**config.mk**
```make
export PLATFORM = sky130hd
export DESIGN_NAME = rarl_update
export DESIGN_NICKNAME = d
export VERILOG_FILES = /design/src/sv/rarl_pkg.sv /design/src/sv/rarl_update.sv
export SDC_FILE = /design/constraint.sdc
export NUM_CORES = 1
export LEC_CHECK = 0
export BUFFER_PORTS_ARGS = -buffer_cell sky130_fd_sc_hd__buf_2
export CAP_MARGIN = 20
export CORE_AREA = 2 2 159 161
export DETAILED_ROUTE_END_ITERATION = 10
export DIE_AREA = 0 0 161 163
export SLEW_MARGIN = 20
export SYNTH_ARGS = -nofsm -noshare
export SYNTH_HDL_FRONTEND = slang
export SYNTH_SLANG_ARGS = --single-unit
```
**constraint.sdc**
```tcl
create_clock -name vclk -period 4.5
set_clock_uncertainty 0.2 [all_clocks]
set_input_delay 0.45 -clock vclk [all_inputs]
set_output_delay 0.45 -clock vclk [all_outputs]
set_load 0.02 [all_outputs]
```
**src/sv/rarl_pkg.sv**
```systemverilog
// Package for the rule action rate limiter: widths, codes, table entry and update types.
// No dependencies; used by every other file of the block but rarl_ram.
package rarl_pkg;

  localparam int unsigned NumRulesDef = 1024;

  localparam int unsigned OpW     = 2;
  localparam int unsigned IdxW    = 10;
  localparam int unsigned ActW    = 16;
  localparam int unsigned CntW    = 32;
  localparam int unsigned TickW   = 32;
  localparam int unsigned CfgIdxW = 1;
  localparam int unsigned CfgW    = 16;

  localparam logic [ActW-1:0] RateFlagRst = ActW'(1);
  localparam logic [ActW-1:0] AllowRst    = '0;

  typedef enum logic [OpW-1:0] {
    OpAdd   = 2'd0,
    OpDel   = 2'd1,
    OpMatch = 2'd2
  } opcode_e;

  typedef enum logic [CfgIdxW-1:0] {
    CfgRateFlag = 1'd0,
    CfgAllow    = 1'd1
  } cfg_reg_e;

  typedef struct packed {
    logic [ActW-1:0]  action;
    logic [CntW-1:0]  limit;
    logic [ActW-1:0]  exceed;
    logic [CntW-1:0]  count;
    logic [TickW-1:0] wstart;
  } entry_t;

  localparam int unsigned EntryW = $bits(entry_t);

  typedef struct packed {
    logic            wr;
    entry_t          word;
    logic            has_rsp;
    logic [ActW-1:0] action;
    logic            limit_hit;
  } upd_t;

endpackage

```
**src/sv/rarl_update.sv**
```systemverilog
// Read-modify-write step of one rule entry: add, delete and fixed-window match.
// Depends on rarl_pkg.
module rarl_update import rarl_pkg::*; (
  input  logic [OpW-1:0]   op_i,
  input  logic             idx_ok_i,
  input  logic [ActW-1:0]  mask_i,
  input  logic [CntW-1:0]  limit_i,
  input  logic [ActW-1:0]  exceed_i,
  input  logic [TickW-1:0] now_i,
  input  logic [ActW-1:0]  rate_flag_i,
  input  logic [ActW-1:0]  allow_i,
  input  entry_t           cur_i,
  output upd_t             upd_o
);

  logic [CntW-1:0] cnt_inc;

  assign cnt_inc = (cur_i.count == '1) ? cur_i.count : cur_i.count + CntW'(1);

  always_comb begin
    upd_o           = '0;
    upd_o.word      = cur_i;
    upd_o.action    = allow_i;
    case (op_i)
      OpAdd: begin
        if (idx_ok_i) begin
          upd_o.wr          = 1'b1;
          upd_o.word.action = mask_i;
          if ((mask_i & rate_flag_i) != '0) begin
            upd_o.word.count  = '0;
            upd_o.word.limit  = limit_i;
            upd_o.word.exceed = exceed_i;
          end
        end
      end
      OpDel: begin
        if (idx_ok_i) begin
          upd_o.wr          = 1'b1;
          upd_o.word.count  = '0;
          upd_o.word.action = allow_i;
        end
      end
      OpMatch: begin
        upd_o.has_rsp = 1'b1;
        if (idx_ok_i) begin
          if ((cur_i.action & rate_flag_i) == '0) begin
            upd_o.action = cur_i.action;
          end else if (now_i > cur_i.wstart) begin
            upd_o.wr          = 1'b1;
            upd_o.word.wstart = now_i;
            upd_o.word.count  = CntW'(1);
          end else begin
            upd_o.wr         = 1'b1;
            upd_o.word.count = cnt_inc;
            if (cnt_inc > cur_i.limit) begin
              upd_o.action    = cur_i.exceed;
              upd_o.limit_hit = 1'b1;
            end
          end
        end
      end
      default: begin
        upd_o.has_rsp = 1'b0;
      end
    endcase
  end

endmodule

```
==> flow_summary.ini, run 1 <==
[outcome]
status = finished, violations left
violations = negative setup slack

[critical_path]
critPathKind = in2out
cp-end-kind = primary output
cpMostUsedCell = buf_6
start_kind = input port
required_ps = 3850
crit_path_max_fanout = 4
arrival_ps = 4060
critical_path.slowest_cell = mux2_2
path_buf_inv = 6
max_stage_delay_ps = 340
cp_cell_sequence = buf_6 > nand4_1 > nor4_2 > nand2b_1 > nor3_4 > nor3b_4 > buf_6 > nand2_4 > xnor2_2 > ha_1 > nand4_1 > buf_4 > nor4_4 > a21oi_2 > a211oi_4 > buf_6 > clkbuf_16 > mux2_2 > buf_6
critical_path.top_delay_family = simple AND/OR/NAND/NOR gates

[cells_and_area]
fill_cells = 2695
multi_input_area_um2 = 4470
clkbuf_count = 0
drive_above_1_share_pct = 53.9
fin_area_um2 = 8240
syn_to_final_growth_pct = 75.4
fin_nets = 1506
design.seq.count = 0
fin_cells = 1513
regArea_um2 = 0

[timing]
fmax_mhz = 212
slew_violations = 0
finalSetupViolations = 16
max_slew_margin_pct = 55.1
finalHoldViolCount = 0
grt_setup_unrepaired = true
min_period_ps = 4710
whs_ps = 1010
worstMarginPinSlew_ps = 674
post-route-period-util_pct = 105
fin_ws_ps = -210

[power_and_ir_drop]
finalPower_w = 0.000857
p_leak_nw = 4.42
power.density_nw_per_um2 = 104
ir_worst_vdd_mv = 0.0413

[route]
drt-total-wl_um = 28100
dr.pass1.iters = 4
drt_iter0_drc = 294
drc_errors = 0
via_per_inst = 4.62
ant_nets = 0
vias = 6996
drt-wirelength-per-cell_um = 18.6

[hold_path]
hp-class = in2out

[global_routing]
grt_max_degree = 52
grt_pass1_vias = 6840
grt_pass1_wl_um = 39800
gr-total-overflow = 0
antenna_found_initial = 5
gr-usage-all-layers_pct = 19.8

[yosys]
netlist_area_um2 = 4700
synth_top_cell_area_share_pct = 17.3
postSynthAreaPerCell_um2 = 6.78
synth_top_area_cell = ha_1
ys_warn_count = 0
synth.distinct_cells = 49
syn_inst = 693
ys_seq_area_share_pct = 0
yosys-top-cells-count = nand2_1 (105), inv_1 (78), mux2_2 (72), ha_1 (65), o21ai_0 (62)
synth.area.top_cells = ha_1 (17%), mux2_2 (17%), nand2_1 (8.4%)
synth.most_common_cell = nand2_1
syn-num-nets = 1017

[die]
num_rows = 58
die_area_um2 = 26200
die_w_um = 161
start_util_pct = 19.0
die_y_um = 163
core-area_um2 = 24700
ios = 406

[placement]
io_buffers = 406
dp_hpwl_um = 24600
postPlaceCellArea_um2 = 7800
dpl.cell_count = 1493
gp_congestion = 0.935

[flow_run]
drv_cap = 0
==> repair_timing <==
action	in CTS	in global routing
gates cloned	1	1
buffers inserted	11	4
hold buffers	0	0
gates resized for setup	37	29
pin swaps	0	2
setup endpoints to repair	16	17
==> cells in the final DEF (no fill, tap or decap), drive strengths merged, types with 15 or more instances in the layout <==
master | Yosys | routed
inv | 78 | 78
nor2 | 27 | 27
xnor2 | 21 | 21
nand4 | 19 | 19
nand3 | 41 | 41
a22o | 15 | 15
mux2i | 16 | 16
mux2 | 81 | 81
ha | 65 | 65
a21oi | 33 | 33
nand2 | 105 | 105
buf | 3 | 517
o21ai | 63 | 63
==> where the power goes <==
part,internal [W],switching (W)
clock network,0.0000000000895,0
registers,0,0
logic,0.000368,0.000489
total,0.000368,0.000489
==> final timing paths <==
| kind | slack [ps] | cells past startpoint | startpoint | end |
|---|---|---|---|---|
| worst min-delay path | 1010 | 4 | limit_i[7] | upd_o[105] |
| worst max-delay path | -210 | 19 | cur_i[37] | upd_o[6] |
==> layer usage <==
metal  up-vias  GRT usage, %  share of wire, %
met3        43          4.38               7.6
met2       303          42.2                54
met4         4          3.53               2.9
li1       3477             -                 -
met5         -             0             0.096
met1      3169          19.3                35
==> through the flow <==
step                setup WS (ps)  TNS, ps  utilization (%)
global placement             -197    -2810             31.6
floorplan                    8.63        0                -
global route                 -426    -6320             33.4
CTS                          -150    -1920             32.7
finish                       -210    -2710             33.4
detailed placement           -292    -4310             31.6
==> layout make-up <==
class | count | area share [%]
Inverter | 78 | 3.55
Timing Repair Buffer | 518 | 37.1
Tap cell | 330 | 5.01
Antenna cell | 3 | 0.0911
Multi-Input combinational cell | 584 | 54.2
==> kinds of logic after synthesis <==
logic type,synth area share (%)
compound gates,20.0
xor+xnor,5.22
fa+ha+maj,17.3
buf+inv,9.09
mux,23.6
simple gates,24.8
Note: power is estimated with default switching activity, not from simulation.
==> run 2, diff against run 1 <==
--- a/config.mk
+++ b/config.mk
@@ -10,6 +10,7 @@
 export CORE_AREA = 2 2 159 161
 export DETAILED_ROUTE_END_ITERATION = 10
 export DIE_AREA = 0 0 161 163
+export SETUP_SLACK_MARGIN = 0.2
 export SLEW_MARGIN = 20
 export SYNTH_ARGS = -nofsm -noshare
 export SYNTH_HDL_FRONTEND = slang
==> run 2 against run 1 <==
Sequential share of layout area unchanged. Non-clock buffer count is 1 lower. Largest cell class unchanged. Flip-flop and latch count is the same. Count of clock-buffer cells in the layout is the same. Via count grew 0.21%. Die area stayed put. Critical path type unchanged. Critical endpoint is now upd_o[1]. The run still ends with negative setup slack left. Cell count shrank 0.26%. Final area fell by 0.18%. Critical path depth increased by 6. Maximum frequency down 0.59%.
==> flow_summary.ini, run 2 (synthesized netlist as in run 1, its figures left out) <==
[timing]
post-route-period-util_pct = 105
slew_violations = 0
finalHoldViolCount = 0
min_period_ps = 4740
grt_setup_unrepaired = true
fin_ws_ps = -238
finalSetupViolations = 16
worstMarginPinSlew_ps = 513
max_slew_margin_pct = 65.8
fmax_mhz = 211

[cells_and_area]
antenna-diode-count = 0
clkbuf_count = 0
final_common_cell = buf_2
fin_nets = 1505
final_util_pct = 33.3
multi_input_area_um2 = 4400
regArea_um2 = 0
design.seq.count = 0
syn_to_final_growth_pct = 75.1
drive_above_1_share_pct = 53.2
fill_cells = 2673
final_cell_mix = buf_2 (387), nand2_1 (101), buf_4 (93), inv_1 (78), mux2_2 (72)

[die]
die_w_um = 161
die_y_um = 163
num_rows = 58
die_area_um2 = 26200
start_util_pct = 19.0
core-area_um2 = 24700
ios = 406

[critical_path]
critPathKind = in2out
cpMostUsedCell = buf_4
start_kind = input port
cp-end-kind = primary output
required_ps = 3850
critical_path.slowest_cell = or3_4
max_stage_delay_ps = 410
crit_path_max_fanout = 4
arrival_ps = 4090

[placement]
gp_congestion = 0.990
dp_slack_ps = -357
dp_hpwl_um = 24000
io_buffers = 406

[outcome]
status = finished, violations left
violations = negative setup slack

[power_and_ir_drop]
power.density_nw_per_um2 = 103
p_leak_nw = 4.39
ir_worst_vdd_mv = 0.0472

[route]
drt-wirelength-per-cell_um = 18.4
via_per_inst = 4.65
drt-total-wl_um = 27800
drt_iter0_drc = 320
drc_errors = 0
dr.pass1.iters = 7
ant_nets = 0
vias = 7011

[global_routing]
antenna_found_initial = 1
grt_pass1_wl_um = 39500
gr-usage-all-layers_pct = 19.4
grt_pass1_vias = 6921
grt_max_degree = 80
gr-total-overflow = 0

[hold_path]
hp-class = in2out

[flow_run]
drv_cap = 0

[cts]
ctsHoldBuffers = 0
[run 2: worst paths after layout]
| kind | from | endpoint | slack, ps | cells past startpoint |
|---|---|---|---|---|
| setup / recovery | cur_i[37] | upd_o[1] | -240 | 25 |
| hold / removal | limit_i[12] | upd_o[110] | 1020 | 4 |
[run 2: critical path, delay by kind of cell]
family	cells	cell delay [ps]
compound gates	5	460
fa+ha+maj	1	300
buf+inv	10	1300
mux	1	320
simple gates	8	1240
[run 2: stage by stage]
step                      setup TNS (ps)  instances  power, W  instance area (um2)  hold slack [ps]
after floorplan                        0        693  0.000430                 4770              792
after global placement             -5780       1484  0.000817                 7760             1020
after detailed placement           -5280       1484  0.000820                 7760             1020
after CTS                          -3910       1504  0.000844                 8080             1020
after global routing               -7670       1509  0.000916                 8220             1030
final                              -3440       1509  0.000845                 8220             1020
[run 2: repair_timing]
action                     in CTS  in global routing
resized for setup              42                 22
gates cloned                    1                  1
buffers inserted               19                  4
setup endpoints to repair      17                 18
pin swaps                       1                  8
[run 2: power breakdown]
group	internal (W)	switching, W
registers	0	0
logic	0.000363	0.000482
clock network	0	0
[run 2: routing by layer]
metal  wire length, um  track usage, %  vias to the layer above
met5                12               0                        -
met4               758            4.46                        2
met3              2180            3.97                       40
met2             14600            39.0                      339
met1             10200            20.5                     3157
li1                  -               -                     3473
[run 2: cell type report]
| class | count | area share (%) |
|---|---|---|
| multi-input combinational | 584 | 53.6 |
| inverter | 78 | 3.56 |
| tap | 330 | 5.02 |
| timing repair buffer | 517 | 37.8 |
