## src/sv/rarl_ram.sv

```systemverilog
// Generic single-port-write, single-port-read RAM with registered read data.
// No dependencies.
module rarl_ram #(
  parameter int unsigned Width = 8,
  parameter int unsigned Depth = 16,
  localparam int unsigned AddrW = (Depth > 1) ? $clog2(Depth) : 1
) (
  input  logic             clk_i,
  input  logic             we_i,
  input  logic [AddrW-1:0] waddr_i,
  input  logic [Width-1:0] wdata_i,
  input  logic             re_i,
  input  logic [AddrW-1:0] raddr_i,
  output logic [Width-1:0] rdata_o
);

  logic [Width-1:0] mem_q [Depth];
  logic [Width-1:0] rdata_q;

  always_ff @(posedge clk_i) begin
    if (we_i) begin
      mem_q[waddr_i] <= wdata_i;
    end
    if (re_i) begin
      rdata_q <= mem_q[raddr_i];
    end
  end

  assign rdata_o = rdata_q;

endmodule

```

## config.mk

```make
export PLATFORM = sky130hd
export DESIGN_NAME = rarl_ram
export DESIGN_NICKNAME = d
export VERILOG_FILES = /design/src/sv/rarl_ram.sv
export SDC_FILE = /design/constraint.sdc
export NUM_CORES = 1
export LEC_CHECK = 0
export BUFFER_PORTS_ARGS = -buffer_cell sky130_fd_sc_hd__buf_2
export CAP_MARGIN = 20
export CELL_PAD_IN_SITES_DETAIL_PLACEMENT = 0
export CELL_PAD_IN_SITES_GLOBAL_PLACEMENT = 2
export CORE_MARGIN = 5
export CORE_UTILIZATION = 48
export DETAILED_ROUTE_END_ITERATION = 16
export GPL_ROUTABILITY_DRIVEN = 0
export PLACE_DENSITY_LB_ADDON = 0.08
export SLEW_MARGIN = 20
export SYNTH_ARGS = -nofsm -noshare
export SYNTH_HDL_FRONTEND = slang
export SYNTH_SLANG_ARGS = --single-unit
```

## constraint.sdc

```tcl
create_clock -name clk_i -period 2.04 [get_ports clk_i]
set_input_delay 0.408 -clock clk_i [delete_from_list [all_inputs] [get_ports clk_i]]
set_output_delay 0.408 -clock clk_i [all_outputs]
set_load 0.05 [all_outputs]
```

==> results of run 1 <==
[state kept, by name, summed over array words and instances, names as in the netlist]
| name | flops |
|---|---|
| mem_q | 128 |
| rdata_o | 8 |
[how the worst max path moves through the flow]
| stage | cells after the start | endpoint | slack (ns) |
|---|---|---|---|
| final | 3 | rdata_o[4]$_DFFE_PP_ | 0.51 |
| after global routing | 3 | rdata_o[6]$_DFFE_PP_ | 0.41 |
| after CTS | 1 | rdata_o[0] | 0.47 |
| after detailed placement | 5 | rdata_o[1]$_DFFE_PP_ | 0.05 |
| after global placement | 5 | rdata_o[5]$_DFFE_PP_ | 0.05 |
| after floorplan | 2 | mem_q[0][0]$_DFFE_PP_ | 0.14 |
[worst max-delay path, cell delays in order, from the launching register on]
cell	delay (ns)
edfxtp_1	0.34
mux4_1	0.53
a22oi_1	0.33
nand2_1	0.08
[cell families after synthesis]
family          after synthesis  share of synthesized area
simple gates                 35                     0.0314
buf+inv                      10                     0.0165
flops                       136                      0.781
mux                          32                      0.148
compound gates               16                     0.0230
[cell usage in the layout (no fill, tap or decap), drive strengths merged, types with 4 or more instances in the layout]
master and instances:
mux4 32, bufinv 5, nor2 13, buf 49, nor3 4, clkinv 7
a22oi 16, edfxtp 136, clkbuf 18, nand2 9
[synthesized netlist by cell type]
cell type / n
nand3b_1: 2
clkdlybuf4s25_2: 3
nand3_1: 1
nor3_1: 4
a22oi_1: 16
buf_2: 3
and2b_1: 1
buf_4: 1
mux4_2: 18
nand2b_1: 2
nor2_1: 13
buf_6: 3
or3b_2: 1
edfxtp_1: 136
nand2_1: 9
mux4_1: 14
and2_1: 1
nor2b_1: 1
[power by group]
part	switching [uW]	leakage (uW)	total, uW	internal, uW
clock network	1090	0.000300	3190	2090
logic	214	0.000607	345	131
registers	13.2	0.00124	3160	3150
total	1320	0.00214	6690	5370
[layout make-up]
class / count / area (sq um) / area share
flip-flops and latches: 136 / 4080 / 0.650
clock inverters: 14 / 205 / 0.0327
repair buffers: 49 / 340 / 0.0542
well taps: 140 / 175 / 0.0279
multi-input cells: 83 / 1060 / 0.168
clock buffers: 18 / 418 / 0.0665
[layer usage]
metal,wire [um],GRT usage,vias up
met3,498,0.0587,9
met1,4780,0.252,1262
met4,108,0.0523,0
met5,0,0,-
li1,-,-,1100
met2,4750,0.249,68
[stage by stage]
| step | worst slack, ns | total power (uW) | std cells | hold WS [ns] | cell area [sq um] |
|---|---|---|---|---|---|
| after detailed placement | 0.0496 | 3570 | 408 | 0.754 | 5660 |
| final | 0.505 | 6690 | 440 | 0.238 | 6280 |
| after CTS | 0.471 | 6740 | 440 | 0.217 | 6280 |
| after floorplan | 0.139 | 3430 | 229 | 0.507 | 5230 |
| after global placement | 0.0487 | 3570 | 408 | 0.749 | 5660 |
| after global routing | 0.414 | 6920 | 440 | 0.212 | 6280 |
==> summary.md, run 1 <==
| Metric | Value |
|---|---|
| Overflow after GRT | 0 |
| CP startpoint kind | register |
| Synth Area per Inst | 22.8 sq um |
| Reg2reg setup slack | roughly 0.51 ns |
| Via/cell ratio | 5.54 |
| Io pins | 27 |
| RSZ-0062 raised after global routing | false |
| Clk_lat worst skew | 0.52 ns |
| Setup TNS | 0 ns |
| VDD IR max | 0.513 mV |
| Endpoints failing hold | 0 |
| Worst path arrival time | ~1.8 ns |
| Final worst-path cycle share | 0.752 |
| Worst hold path startpoint | re_i |
| Initial antenna violation count | 0 |
| Clock H-tree levels | 4 |
| Worst-Margin Slew | 0.416 ns |
| Yosys reg bits | 136 |
| WHS Endpoint | rdata_o[2]$_DFFE_PP_ |
| Post-synth top area cell | edfxtp_1 |
| Fin crit period | 1.53 ns |
| Initial DRC count | 211 |
| Worst hold stages | 1 |
| Post-Syn Instances | 229 |
| Synth top area share | 0.781 |
| YS warnings | 0 |
| First-pass GRT wire length | approximately 16000 um |
| Remaining antenna violation count | 0 |
| DRC viols | 0 |
| Rows | 38 |
| Post-CTS sizing | 0 |
| Vias in the first global route | ~2.5k |
| Max-cap viol count | 0 |
| Hold Crit Class | in -> reg |
| Wirelength per Cell | 23.0 um |
| Setup crit end kind | register |
| Pwr dens | 1070 nW/um^2 |
| Worst Clk Skew | slightly above 0.006 ns |
| Critical path class | reg -> reg |
| Setup repair bufs after CTS | 0 |
| Synth area leaders | edfxtp_1 78%, mux4_2 7.8%, mux4_1 7.0% |
| Die Area | 13100 sq um |
| Clock buffer depth | 2 |
| Placed wire-length estimate | ~6400 um |
| Outcome | finished clean |
| Worst r2r src | mem_q[9][4]$_DFFE_PP_ |
| Layout Nets | between 300 and 400 |
| R2R cell count | 3 |
| Root buf cell | clkbuf_8 |
| Synth unique cells | 18 |
| Worst path required time | 2.31 ns |
| Register area share after synthesis | 0.781 |
| IO Port Bufs | 26 |
| CTS sink cnt | approximately 140 |
| CP Max Fanout | 1 |
| Area grow syn2layout | 20.1% |
| Gr usage total | 0.173 |
| Drt total wl | 10100 um |
| Largest net degree at the start of global routing | 21 |
| Placeable Area | 10700 sq um |
| TritonCTS Buffers | 17 |
| Die H | 114 um |
| Critical Path Source | mem_q[9][4]$_DFFE_PP_ |
| Fillers | 830 |
| Clock transition at path regs | 0.06 ns |
| Die Wd | ~110 um |
| Hold bufs inserted after CTS | 0 |
| Final setup violation count | 0 |
| Post-Syn Nets | 248 |
| Final Core Density | 0.584 |
| F_max | around 650 MHz |
| CTS tree | yes |
| Mapped Area | 5230 sq um |
| Routed via count | 2439 |
| R2r endpoint | rdata_o[4]$_DFFE_PP_ |
| Layout cells sized above 1 | 0.323 |
| Leakage | between 0.002 and 0.0025 uW |
| Starting Density | 0.486 |
| Drt first pass iters | 4 |
| Max Transition Viols Final | 0 |
| N_diodes | 0 |
| Max-slew headroom | 0.723 |
Power figures use the tool's default switching activity.
==> run 2: changes to the inputs <==
- CORE_UTILIZATION: 48 -> 43
- clock period: 2.04 -> 1.41 ns (I/O delays scaled with it)
==> run 2 against run 1 <==
  * The run now ends with negative setup slack left
  * Clock power rose by 64%
  * Sequential cell count did not move
  * Clock skew rose by 0.0016 ns
  * First-iteration DRC count fell by 33%
  * Global-route usage fell by 1.7 points
  * Final cell count rose by 3.0%
  * Sequential power rose by 45%
  * Critical endpoint is now rdata_o[7]$_DFFE_PP_
==> summary.md, run 2 (synthesis results as in run 1) <==
| Metric | Value |
|---|---|
| Outcome | complete, but fails checks |
| Violated checks | negative setup slack |
| Fin crit period | 1.46 ns (-0.0753 ns) |
| Setup TNS | -0.209 ns (-0.209 ns) |
| Final WS setup | -0.0493 ns (-0.555 ns) |
| Switching Fraction | 0.185 (-0.0125) |
| Clock buffer depth | 2 (unchanged) |
| Leakage | 0.00220 uW (+2.7%) |
| Rows | 40 (+5.3%) |
| CP Buf/Inv Count | 0 (unchanged) |
| Area grow syn2layout | 24.4% |
| Clock transition at path regs | 0.06 ns (about the same) |
| VDD IR max | 0.730 mV (+42%) |
| Final setup violation count | 7 (+7) |
| Dpl cells | 422 (+3.4%) |
| Gr usage total | 0.156 (-0.0166) |
| Layout cells sized above 1 | 0.408 (+0.0852) |
| Vias in the first global route | 2641 (+5.1%) |
| First-pass GRT wire length | 15800 um (+0.97%) |
| CTS sink cnt | 136 (unchanged) |
| Setup repair bufs after CTS | 0 (unchanged) |
| Final hold slack | 0.252 ns (+0.0145 ns) |
| Drt total wl | 10300 um (+1.4%) |
| Worst Clk Skew | 0.00778 ns (+0.00159 ns) |
| Die Area | 14500 sq um (+11%) |
| Initial DRC count | 142 (-33%) |
| Worst path required time | 1.56 ns (-0.75 ns) |
| Final Core Density | 0.544 (-0.0408) |
| Clk_lat worst skew | 0.41 ns (-0.11 ns) |
| Clock H-tree levels | 4 (unchanged) |
| Via/cell ratio | 5.39 (-2.7%) |
| Pwr Total | 10300 uW (+55%) |
| Critical path class | reg -> reg |
| Reg with most FFs | mem_q |
| Die Wd | 120 um (+5.2%) |
| Hold Crit Class | in -> reg |
| Root buf cell | clkbuf_16 |
| CP max stage cell | mux4_2 |
| Max-slew headroom | 0.388 (-0.335) |
| Area of the multi-input gates | 1060 sq um (+0.47%) |
| Routed via count | 2443 (+0.16%) |
| CP Max Fanout | 1 (unchanged) |
| Hold bufs inserted after CTS | 0 (unchanged) |
| Remaining antenna violation count | 0 (unchanged) |
| Max Transition Viols Final | 0 (unchanged) |
| F_max | 685 MHz (+5.2%) |
| Layout Nets | 313 (+2.3%) |
| Die H | 120 um (+5.2%) |
| Worst-Margin Slew | 0.914 ns (+0.498 ns) |
| IO Port Bufs | 26 (unchanged) |
| Worst path top cell family by delay | multiplexers |
| RSZ-0062 raised after global routing | true |
| Starting Density | 0.437 (-0.0495) |
| Post-route non-filler standard cell count | 453 (+3.0%) |
| Initial antenna violation count | 0 (unchanged) |
| Cell Chain, Critical Path | mux4_2 -> a22oi_1 -> nand2_1 |
| N_diodes | 0 (unchanged) |
| Placeable Area | 12000 sq um (+11%) |
| TritonCTS Buffers | 17 (unchanged) |
| Final worst-path cycle share | 1.03 (+0.283) |
| Placed wire-length estimate | 6690 um (+4.7%) |
| Seq pwr share | 0.442 (-0.030) |
| CTS tree | yes |
| Drt first pass iters | 5 (+1) |
| Max-cap viol count | 0 (unchanged) |
| Fillers | 904 (+8.9%) |
| Endpoints failing hold | 0 (unchanged) |
| Commonest non-fill, non-tap cell in the layout | edfxtp_1 |
| Pwr dens | 1590 nW/um^2 (+49%) |
| Wirelength per Cell | 22.7 um (-1.5%) |
| DRC viols | 0 (unchanged) |
| Comb power frac | 0.052 (about the same) |
| CP startpoint kind | register |
| Overflow after GRT | 0 (unchanged) |
| Register area | 4080 sq um (unchanged) |
| Int Power | 8440 uW (+57%) |
| Psw | 1910 uW (+45%) |
| Worst path arrival time | 1.61 ns (-0.19 ns) |
| Clock power frac | 0.505 (+0.029) |
| Most frequent cells in the layout | 136 x edfxtp_1, 29 x mux4_2, 26 x buf_2 |
| Crit path largest cell delay | 0.47 ns (-0.06 ns) |
| Io pins | 27 (unchanged) |
| Largest net degree at the start of global routing | 18 (-14%) |
| Max FFs per register | 128 (unchanged) |
| Setup crit end kind | register |
==> run 2: changes by cell type in the layout (fill, tap and decap cells not counted), moves of 2 or more <==
cell	change
a22oi_1	-3
mux4_1	-11
nor3_1	-3
nor2_2	+3
clkinv_1	-2
a22oi_2	+3
bufinv_16	+3
buf_12	+6
nor2_1	-3
mux4_2	+11
nor3_2	+2
==> run 2: power groups by stage <==
stage / sequential (uW) / clock (uW) / combinational, uW
floorplan: 4730 / 0 / 253
global placement: 4660 / 0 / 543
detailed placement: 4660 / 0 / 548
CTS: 4580 / 5310 / 555
global route: 4580 / 5500 / 586
finish: 4580 / 5230 / 542
==> run 2: through the flow <==
| stage | worst slack [ns] | instance area, sq um |
|---|---|---|
| 2_1_floorplan | -0.0910 | 5260 |
| 3_3_place_gp | -0.469 | 5790 |
| 3_5_place_dp | -0.471 | 5790 |
| 4_1_cts | -0.0713 | 6500 |
| 5_1_grt | -0.130 | 6500 |
| 6_report | -0.0493 | 6500 |
==> run 2: final cells by class <==
class	instances	share of cell area
clock buffer	18	0.0660
clock inverter	13	0.0423
multi-input combinational	83	0.163
sequential	136	0.628
tap	147	0.0283
timing repair buffer	56	0.0720
==> run 2: final timing paths <==
check                                       startpoint                    to  slack [ns]  cells past startpoint
worst max-delay path             mem_q[3][7]$_DFFE_PP_  rdata_o[7]$_DFFE_PP_       -0.05                      3
worst min-delay path                              re_i  rdata_o[2]$_DFFE_PP_        0.25                      1
worst max register to register   mem_q[3][7]$_DFFE_PP_  rdata_o[7]$_DFFE_PP_       -0.05                      3
worst min register to register  mem_q[10][7]$_DFFE_PP_  rdata_o[7]$_DFFE_PP_        0.76                      3
==> run 2: worst reg2reg max path: cells and delay by family (launching register included) <==
family / cells / cell delay, ns
compound gates: 1 / 0.29
flops: 1 / 0.35
mux: 1 / 0.47
simple gates: 1 / 0.09
==> run 2: timing repair <==
action,CTS,global route
setup endpoints to repair,8,8
resized for setup,4,0
pin swaps,1,1
==> run 2: metal layers <==
layer,up-vias,global-route usage,wire [um]
met4,0,0.0623,106
met2,65,0.248,5110
met5,-,0,0
li1,1107,-,-
met3,9,0.0454,585
met1,1262,0.204,4480
